==> config.mk <==
export PLATFORM = sky130hd
export DESIGN_NAME = kfcv_core
export DESIGN_NICKNAME = d
export VERILOG_FILES = /design/src/kfcv_pkg.sv /design/src/kfcv_div.sv /design/src/kfcv_core.sv
export SDC_FILE = /design/constraint.sdc
export NUM_CORES = 2
export LEC_CHECK = 0
export BUFFER_PORTS_ARGS = -buffer_cell sky130_fd_sc_hd__buf_2
export CAP_MARGIN = 40
export CORE_MARGIN = 2
export CORE_UTILIZATION = 45
export DETAILED_ROUTE_END_ITERATION = 10
export GPL_TIMING_DRIVEN = 0
export PLACE_DENSITY_LB_ADDON = 0.1
export SYNTH_ARGS = -nofsm -noshare
export SYNTH_HDL_FRONTEND = slang
export SYNTH_SLANG_ARGS = --single-unit
==> constraint.sdc <==
create_clock -name aclk -period 11.1 [get_ports aclk]
set_input_delay 0.555 -clock aclk [delete_from_list [all_inputs] [get_ports aclk]]
set_output_delay 0.555 -clock aclk [all_outputs]
set_load 0.01 [all_outputs]
==> src/kfcv_pkg.sv <==
// kfcv_pkg: shared widths, register map, reset values and types for the
// constant-velocity kalman filter block. No dependencies.
package kfcv_pkg;

    localparam int DATA_W        = 32;
    localparam int VAR_W         = 31;
    localparam int FRAC_BITS_DEF = 16;
    // wide enough for any sum of a few 32-bit terms or a shifted 64-bit product
    localparam int SUM_W         = 66;
    localparam int PADDR_W       = 5;
    localparam int IDX_W         = 3;

    // register indexes (byte address = 4 * index)
    localparam logic [IDX_W-1:0] REG_INIT_POS  = 3'd0;
    localparam logic [IDX_W-1:0] REG_INIT_VEL  = 3'd1;
    localparam logic [IDX_W-1:0] REG_INIT_VAR  = 3'd2;
    localparam logic [IDX_W-1:0] REG_MEAS_VAR  = 3'd3;
    localparam logic [IDX_W-1:0] REG_PROC_POS  = 3'd4;
    localparam logic [IDX_W-1:0] REG_PROC_VEL  = 3'd5;

    localparam logic signed [DATA_W-1:0] INIT_POS_RST = 32'sd0;
    localparam logic signed [DATA_W-1:0] INIT_VEL_RST = 32'sd131072;
    localparam logic [VAR_W-1:0]         INIT_VAR_RST = 31'd65536;
    localparam logic [VAR_W-1:0]         MEAS_VAR_RST = 31'd65536;
    localparam logic [VAR_W-1:0]         PROC_POS_RST = 31'd0;
    localparam logic [VAR_W-1:0]         PROC_VEL_RST = 31'd0;

    localparam logic signed [DATA_W-1:0] DATA_MAX = {1'b0, {(DATA_W-1){1'b1}}};
    localparam logic signed [DATA_W-1:0] DATA_MIN = {1'b1, {(DATA_W-1){1'b0}}};

    typedef struct packed {
        logic signed [DATA_W-1:0] init_pos;
        logic signed [DATA_W-1:0] init_vel;
        logic [VAR_W-1:0]         init_var;
        logic [VAR_W-1:0]         meas_var;
        logic [VAR_W-1:0]         proc_pos;
        logic [VAR_W-1:0]         proc_vel;
    } cfg_t;

    typedef struct packed {
        logic                     done;
        logic signed [DATA_W-1:0] quot;
    } div_rsp_t;

    // saturate a wide signed value to the 32-bit signed range
    function automatic logic signed [DATA_W-1:0] sat_data(input logic signed [SUM_W-1:0] v);
        logic [SUM_W-DATA_W:0] upper;
        upper = v[SUM_W-1:DATA_W-1];
        if (upper == '0 || upper == '1) begin
            return v[DATA_W-1:0];
        end else if (v[SUM_W-1]) begin
            return DATA_MIN;
        end else begin
            return DATA_MAX;
        end
    endfunction

endpackage

==> src/kfcv_div.sv <==
// kfcv_div: radix-2 restoring divider, (num * 2^FRAC_BITS) / den, truncated
// toward zero and saturated to 32 bits signed. Depends on kfcv_pkg.
module kfcv_div
    import kfcv_pkg::*;
#(
    parameter int FRAC_BITS = FRAC_BITS_DEF
) (
    input  logic                     aclk,
    input  logic                     aresetn,
    input  logic                     start,
    input  logic signed [DATA_W-1:0] num,
    input  logic signed [DATA_W:0]   den,
    output div_rsp_t                 rsp
);

    localparam int NW    = DATA_W + FRAC_BITS;
    localparam int QW    = DATA_W + 1;
    localparam int CNT_W = $clog2(QW + 1);

    typedef enum logic {D_IDLE, D_RUN} div_state_t;

    div_state_t       state_reg, state_next;
    logic             done_reg, done_next;
    logic [QW-1:0]    rem_reg, rem_next;
    logic [QW-1:0]    work_reg, work_next;
    logic [QW-1:0]    den_reg, den_next;
    logic             neg_reg, neg_next;
    logic             ovf_reg, ovf_next;
    logic [CNT_W-1:0] cnt_reg, cnt_next;

    logic [NW-1:0]    num_full;
    logic [NW-1:0]    num_mag;
    logic [QW-1:0]    den_mag;
    logic             ovf_start;
    logic [QW:0]      trial;
    logic             big;
    logic signed [DATA_W-1:0] quot;

    always_comb begin
        num_full  = {num, {FRAC_BITS{1'b0}}};
        num_mag   = num[DATA_W-1] ? (~num_full + NW'(1)) : num_full;
        den_mag   = den[QW-1] ? (~$unsigned(den) + QW'(1)) : $unsigned(den);
        // quotient of 2^QW or more: the top part alone already reaches the divisor
        ovf_start = QW'(num_mag[NW-1:QW]) >= den_mag;
        trial     = {rem_reg, work_reg[QW-1]} - {1'b0, den_reg};

        state_next = state_reg;
        done_next  = 1'b0;
        rem_next   = rem_reg;
        work_next  = work_reg;
        den_next   = den_reg;
        neg_next   = neg_reg;
        ovf_next   = ovf_reg;
        cnt_next   = cnt_reg;
        case (state_reg)
            D_IDLE: begin
                if (start) begin
                    rem_next  = QW'(num_mag[NW-1:QW]);
                    work_next = num_mag[QW-1:0];
                    den_next  = den_mag;
                    neg_next  = num[DATA_W-1] ^ den[QW-1];
                    ovf_next  = ovf_start;
                    cnt_next  = '0;
                    if (ovf_start) begin
                        done_next = 1'b1;
                    end else begin
                        state_next = D_RUN;
                    end
                end
            end
            D_RUN: begin
                if (!trial[QW]) begin
                    rem_next  = trial[QW-1:0];
                    work_next = {work_reg[QW-2:0], 1'b1};
                end else begin
                    rem_next  = {rem_reg[QW-2:0], work_reg[QW-1]};
                    work_next = {work_reg[QW-2:0], 1'b0};
                end
                cnt_next = cnt_reg + CNT_W'(1);
                if (cnt_reg == CNT_W'(QW - 1)) begin
                    state_next = D_IDLE;
                    done_next  = 1'b1;
                end
            end
            default: begin
                state_next = D_IDLE;
            end
        endcase
    end

    always_ff @(posedge aclk) begin
        if (!aresetn) begin
            state_reg <= D_IDLE;
            done_reg  <= 1'b0;
        end else begin
            state_reg <= state_next;
            done_reg  <= done_next;
        end
        rem_reg  <= rem_next;
        work_reg <= work_next;
        den_reg  <= den_next;
        neg_reg  <= neg_next;
        ovf_reg  <= ovf_next;
        cnt_reg  <= cnt_next;
    end

    // sign and saturate the magnitude quotient
    always_comb begin
        big = ovf_reg || work_reg[QW-1] || work_reg[DATA_W-1];
        if (neg_reg) begin
            quot = big ? DATA_MIN : $signed(~work_reg[DATA_W-1:0] + DATA_W'(1));
        end else begin
            quot = big ? DATA_MAX : $signed(work_reg[DATA_W-1:0]);
        end
    end

    assign rsp.done = done_reg;
    assign rsp.quot = quot;

endmodule

==> src/kfcv_core.sv <==
// kfcv_core: filter state, step sequencer and the shared multiply and
// saturating add unit; uses kfcv_div for the two gains. Depends on kfcv_pkg.
module kfcv_core
    import kfcv_pkg::*;
#(
    parameter int FRAC_BITS = FRAC_BITS_DEF
) (
    input  logic                     aclk,
    input  logic                     aresetn,
    input  cfg_t                     cfg,
    input  logic                     in_valid,
    output logic                     in_ready,
    input  logic signed [DATA_W-1:0] in_meas,
    input  logic                     in_restart,
    output logic                     res_valid,
    input  logic                     res_ready,
    output logic signed [DATA_W-1:0] res_pos,
    output logic signed [DATA_W-1:0] res_vel
);

    typedef enum logic [2:0] {
        C_IDLE, C_PRED, C_INNOV, C_DIV0, C_DIV1, C_MUL, C_ACC, C_DONE
    } core_state_t;

    localparam logic [2:0] STEP_POS  = 3'd0;
    localparam logic [2:0] STEP_VEL  = 3'd1;
    localparam logic [2:0] STEP_VPOS = 3'd2;
    localparam logic [2:0] STEP_COV  = 3'd3;
    localparam logic [2:0] STEP_VVEL = 3'd4;

    core_state_t state_reg;
    logic [2:0]  step_reg;

    // filter state
    logic signed [DATA_W-1:0] pos_reg, vel_reg, vpos_reg, cov_reg, vvel_reg;
    // per-item working values
    logic signed [DATA_W-1:0] meas_reg, p_reg, a_reg, b_reg, d_reg, y_reg;
    logic signed [DATA_W-1:0] k0_reg, k1_reg;
    logic signed [DATA_W:0]   s_reg;
    logic signed [2*DATA_W-1:0] prod_reg;

    logic signed [DATA_W-1:0] p_pred, a_pred, b_pred, d_pred, y_comb;
    logic signed [DATA_W:0]   s_comb;
    logic signed [DATA_W-1:0] op_a, op_b, acc_base, acc_res;
    logic signed [2*DATA_W-1:0] mul_out;
    logic signed [SUM_W-1:0]  term_ext, acc_sum;

    logic                     div_start;
    logic signed [DATA_W-1:0] div_num;
    logic signed [DATA_W:0]   div_den;
    div_rsp_t                 div_rsp;

    kfcv_div #(
        .FRAC_BITS(FRAC_BITS)
    ) u_div (
        .aclk    (aclk),
        .aresetn (aresetn),
        .start   (div_start),
        .num     (div_num),
        .den     (div_den),
        .rsp     (div_rsp)
    );

    // predict and innovation
    always_comb begin
        p_pred = sat_data(SUM_W'(pos_reg) + SUM_W'(vel_reg));
        a_pred = sat_data(SUM_W'(vpos_reg) + (SUM_W'(cov_reg) <<< 1) + SUM_W'(vvel_reg)
                          + SUM_W'($signed({1'b0, cfg.proc_pos})));
        b_pred = sat_data(SUM_W'(cov_reg) + SUM_W'(vvel_reg));
        d_pred = sat_data(SUM_W'(vvel_reg) + SUM_W'($signed({1'b0, cfg.proc_vel})));
        y_comb = sat_data(SUM_W'(meas_reg) - SUM_W'(p_reg));
        s_comb = (DATA_W + 1)'(a_reg) + (DATA_W + 1)'($signed({2'b00, cfg.meas_var}));
    end

    assign div_start = (state_reg == C_INNOV && s_comb != '0) ||
                       (state_reg == C_DIV0 && div_rsp.done);
    assign div_num   = (state_reg == C_INNOV) ? a_reg : b_reg;
    assign div_den   = (state_reg == C_INNOV) ? s_comb : s_reg;

    // shared multiply and accumulate unit, operands picked by the update step
    always_comb begin
        op_a     = k0_reg;
        op_b     = y_reg;
        acc_base = p_reg;
        case (step_reg)
            STEP_POS: begin
                op_a = k0_reg; op_b = y_reg; acc_base = p_reg;
            end
            STEP_VEL: begin
                op_a = k1_reg; op_b = y_reg; acc_base = vel_reg;
            end
            STEP_VPOS: begin
                op_a = k0_reg; op_b = a_reg; acc_base = a_reg;
            end
            STEP_COV: begin
                op_a = k0_reg; op_b = b_reg; acc_base = b_reg;
            end
            STEP_VVEL: begin
                op_a = k1_reg; op_b = b_reg; acc_base = d_reg;
            end
            default: begin
                op_a = k0_reg; op_b = y_reg; acc_base = p_reg;
            end
        endcase
        mul_out  = op_a * op_b;
        term_ext = SUM_W'(prod_reg >>> FRAC_BITS);
        // state estimates add the correction, covariance entries subtract it
        if (step_reg == STEP_POS || step_reg == STEP_VEL) begin
            acc_sum = SUM_W'(acc_base) + term_ext;
        end else begin
            acc_sum = SUM_W'(acc_base) - term_ext;
        end
        acc_res = sat_data(acc_sum);
    end

    assign in_ready  = (state_reg == C_IDLE);
    assign res_valid = (state_reg == C_DONE);
    assign res_pos   = pos_reg;
    assign res_vel   = vel_reg;

    always_ff @(posedge aclk) begin
        if (!aresetn) begin
            state_reg <= C_IDLE;
            step_reg  <= STEP_POS;
            pos_reg   <= INIT_POS_RST;
            vel_reg   <= INIT_VEL_RST;
            vpos_reg  <= $signed({1'b0, INIT_VAR_RST});
            cov_reg   <= '0;
            vvel_reg  <= $signed({1'b0, INIT_VAR_RST});
        end else begin
            case (state_reg)
                C_IDLE: begin
                    if (in_valid) begin
                        if (in_restart) begin
                            pos_reg  <= cfg.init_pos;
                            vel_reg  <= cfg.init_vel;
                            vpos_reg <= $signed({1'b0, cfg.init_var});
                            cov_reg  <= '0;
                            vvel_reg <= $signed({1'b0, cfg.init_var});
                        end
                        state_reg <= C_PRED;
                    end
                end
                C_PRED: begin
                    state_reg <= C_INNOV;
                end
                C_INNOV: begin
                    if (s_comb == '0) begin
                        // zero divisor: keep the prediction
                        pos_reg   <= p_reg;
                        vpos_reg  <= a_reg;
                        cov_reg   <= b_reg;
                        vvel_reg  <= d_reg;
                        state_reg <= C_DONE;
                    end else begin
                        state_reg <= C_DIV0;
                    end
                end
                C_DIV0: begin
                    if (div_rsp.done) begin
                        state_reg <= C_DIV1;
                    end
                end
                C_DIV1: begin
                    if (div_rsp.done) begin
                        step_reg  <= STEP_POS;
                        state_reg <= C_MUL;
                    end
                end
                C_MUL: begin
                    state_reg <= C_ACC;
                end
                C_ACC: begin
                    case (step_reg)
                        STEP_POS:  pos_reg  <= acc_res;
                        STEP_VEL:  vel_reg  <= acc_res;
                        STEP_VPOS: vpos_reg <= acc_res;
                        STEP_COV:  cov_reg  <= acc_res;
                        STEP_VVEL: vvel_reg <= acc_res;
                        default: begin
                        end
                    endcase
                    if (step_reg == STEP_VVEL) begin
                        state_reg <= C_DONE;
                    end else begin
                        step_reg  <= step_reg + 3'd1;
                        state_reg <= C_MUL;
                    end
                end
                C_DONE: begin
                    if (res_ready) begin
                        state_reg <= C_IDLE;
                    end
                end
                default: begin
                    state_reg <= C_IDLE;
                end
            endcase
        end
    end

    // working registers, no reset needed
    always_ff @(posedge aclk) begin
        case (state_reg)
            C_IDLE: begin
                meas_reg <= in_meas;
            end
            C_PRED: begin
                p_reg <= p_pred;
                a_reg <= a_pred;
                b_reg <= b_pred;
                d_reg <= d_pred;
            end
            C_INNOV: begin
                y_reg <= y_comb;
                s_reg <= s_comb;
            end
            C_DIV0: begin
                if (div_rsp.done) begin
                    k0_reg <= div_rsp.quot;
                end
            end
            C_DIV1: begin
                if (div_rsp.done) begin
                    k1_reg <= div_rsp.quot;
                end
            end
            C_MUL: begin
                prod_reg <= mul_out;
            end
            default: begin
            end
        endcase
    end

endmodule

==> results.ini <==
[run_status]
run_status=complete, no violations

[worst_setup_path]
reg2reg_from=step_reg[0]
critPathMostFrequentCell=fa_1
required_ps=11520
r2r-end=prod_reg[58]
critPathMaxFanout=10
arrival_ps=11410
r2r_setup_slack_ps=100
worst-setup-path-type=reg2reg
cp_slowest_cell=clkbuf_1
worstSetupStartpointType=flip-flop
reg2regPathDepth=33
crit_path_end_kind=flip-flop
crit_path_max_incr_delay_ps=640

[floorplanning]
die_w_um=426
pin_count=291
rows=154
initial_core_util_pct=45.4
dieArea_mm2=0.181
core_area_mm2=0.176
die_h_um=426

[synth]
synth_top_area_share_pct=28.8
synth_nets=10603
yosysSeqAreaShare_pct=20.5
syn_avg_cell_area_um2=9.14
yosys_warnings=0
async_reset_ff_share_pct=0
netlist_top_cells_area=fa_1 (29%), edfxtp_1 (15%), ha_1 (7.5%)
ys.flop_type=edfxtp_1
synth_top_area_cell=fa_1
netlist_area_mm2=0.0800
synth-edff-count=411
ys_types=96
syn_inst=8745
synth-seq-cells=612

[routing]
vias=70880
dr.pass1.iters=10
avgViaCountPerCell=6.03
wl_mm=354
remaining_drc_errors=0
drtAntennaViolNets=0
wl_per_cell_um=30.1
drt_iter0_markers=7561

[timing]
maxSlewViolCount=0
finClkSkew_ps=66.6
worst_pin_slew_ps=1160
finalCritPeriodShare_pct=99.1
setup_slack_ps=105
setup_viol=0
hold_violations=0
clock.fmax_mhz=90.9
timing.slew.headroom_pct=22.7
period_needed_ps=11000

[global_routing]
grt_max_degree=47
grt_pass1_vias=70902
grt_pass1_wl_mm=505
grt.total_usage_pct=39.1
gr-total-overflow=0
antenna_found_initial=19

[hold_path]
hold_start=in_meas[21]
min_delay_worst_endpoint=meas_reg[21]
whs_path_depth=1
hp-class=in2reg

[layout]
drive_gt1_share_pct=10.6
area_growth_pct=13.3
instances_no_fill=11758
layout_common_cells=inv_1 (1177), fa_1 (1146), nor2_1 (909)
final_net_count=11208
layout_commonest_cell=inv_1
largest_reg_flops=48
ff_latch_area_mm2=0.0164
fill_cells=16623
multi_input_area_mm2=0.0584

[place]
hpwl_mm=301
dp_cells=11600
port-buffer-count=289
gp_congestion=1.03
pre_cts_ws_ps=-2960

[run]
drv_cap=0

[clocking]
h-tree-depth=3
clockBufferDepth=3
cts_tree=yes
clk_latency_ps=730
numCtsBuffers=75
cts_root_buffer=clkbuf_16
clock_sinks=612
clk_pin_slew_ps=60

## what timing repair did
item / CTS / global route
pin swaps: 8 / 3
endpoints found under the setup margin: 41 / 18
hold buffers: 0 / 0
resized for setup: 137 / 83
buffers inserted: 11 / 13
## Yosys cell counts, types with 36 or more instances
cell type / count
inv_1: 1179
fa_1: 1152
nor2_1: 910
nand2_1: 813
o21ai_0: 514
ha_1: 481
a21oi_1: 453
edfxtp_1: 411
clkbuf_1: 356
xnor2_1: 212
dfxtp_1: 201
xor2_1: 163
a21o_1: 145
nor3_1: 144
a31oi_1: 142
a221oi_1: 106
and2_1: 106
nand3_1: 93
mux2i_1: 88
o21a_1: 65
nor2b_1: 61
nand2b_1: 55
nand4_1: 55
or3_1: 55
o31ai_1: 44
and3_1: 41
mux2_2: 39
a211oi_1: 37
a22oi_1: 37
o21bai_1: 36
## routing by layer
| metal | global-route usage (%) | routed length (um) | vias up | part of all wire [%] |
|---|---|---|---|---|
| li1 | - | - | 30705 | - |
| met1 | 50.8 | 141000 | 35463 | 40 |
| met2 | 59.2 | 153000 | 3736 | 43 |
| met3 | 8.86 | 33300 | 958 | 9.4 |
| met4 | 24.1 | 27000 | 18 | 7.6 |
| met5 | 0.106 | 122 | - | 0.034 |
## metrics by stage
step	setup TNS, ps	hold slack [ps]	instance area, um2	utilization (%)
floorplan	0	452	80000	-
global placement	-779640	477	84300	47.8
detailed placement	-72650	478	87200	49.5
CTS	0	23.1	90300	51.2
global route	-11.3	47.2	90600	51.4
finish	0	61.9	90600	51.4
## worst max path at each step
stage / startpoint / endpoint / slack (ps) / depth (start not counted)
floorplan: state_reg[2] / a_reg[0] / 280 / 3
global placement: state_reg[2] / a_reg[7] / -5140 / 3
detailed placement: step_reg[0] / prod_reg[55] / -2960 / 35
CTS: step_reg[0] / prod_reg[61] / 0.1 / 38
global route: step_reg[0] / prod_reg[55] / -10 / 40
finish: step_reg[0] / prod_reg[58] / 100 / 33
## worst max-delay path, delay by kind of cell, from the launching register on
kind / cells / cell delay [ps]
AND/OR/NAND/NOR: 3 / 610
flip-flops: 1 / 410
AO/OA/AOI/OAI: 7 / 1570
XOR/XNOR: 1 / 410
multiplexers: 2 / 820
buffers and inverters: 10 / 2130
adder cells (fa/ha/maj): 10 / 4690
## logic make-up (layout without fill, tap and decap cells)
kind of cell / after synthesis / in the layout / synth area share, %
AND/OR/NAND/NOR: 2491 / 2491 / 14.3
XOR/XNOR: 375 / 375 / 4.11
flip-flops: 612 / 612 / 20.5
other: 0 / 9 / 0
multiplexers: 127 / 127 / 1.65
adder cells (fa/ha/maj): 1647 / 1647 / 36.5
buffers and inverters: 1597 / 2261 / 7.60
AO/OA/AOI/OAI: 1896 / 1896 / 15.3
## layout make-up
| type | count | share of cell area (%) |
|---|---|---|
| Timing Repair Buffer | 543 | 4.65 |
| Multi-Input combinational cell | 6536 | 64.4 |
| Clock buffer | 103 | 2.31 |
| Buffer | 401 | 1.94 |
| Sequential cell | 612 | 18.1 |
| Inverter | 1181 | 4.90 |
| Clock inverter | 33 | 0.489 |
| Antenna cell | 9 | 0.0248 |
| Tap cell | 2340 | 3.23 |
Power is left out: the tool's default activity adds up to more than one toggle a clock period on the data nets, which glitch-free logic cannot reach.
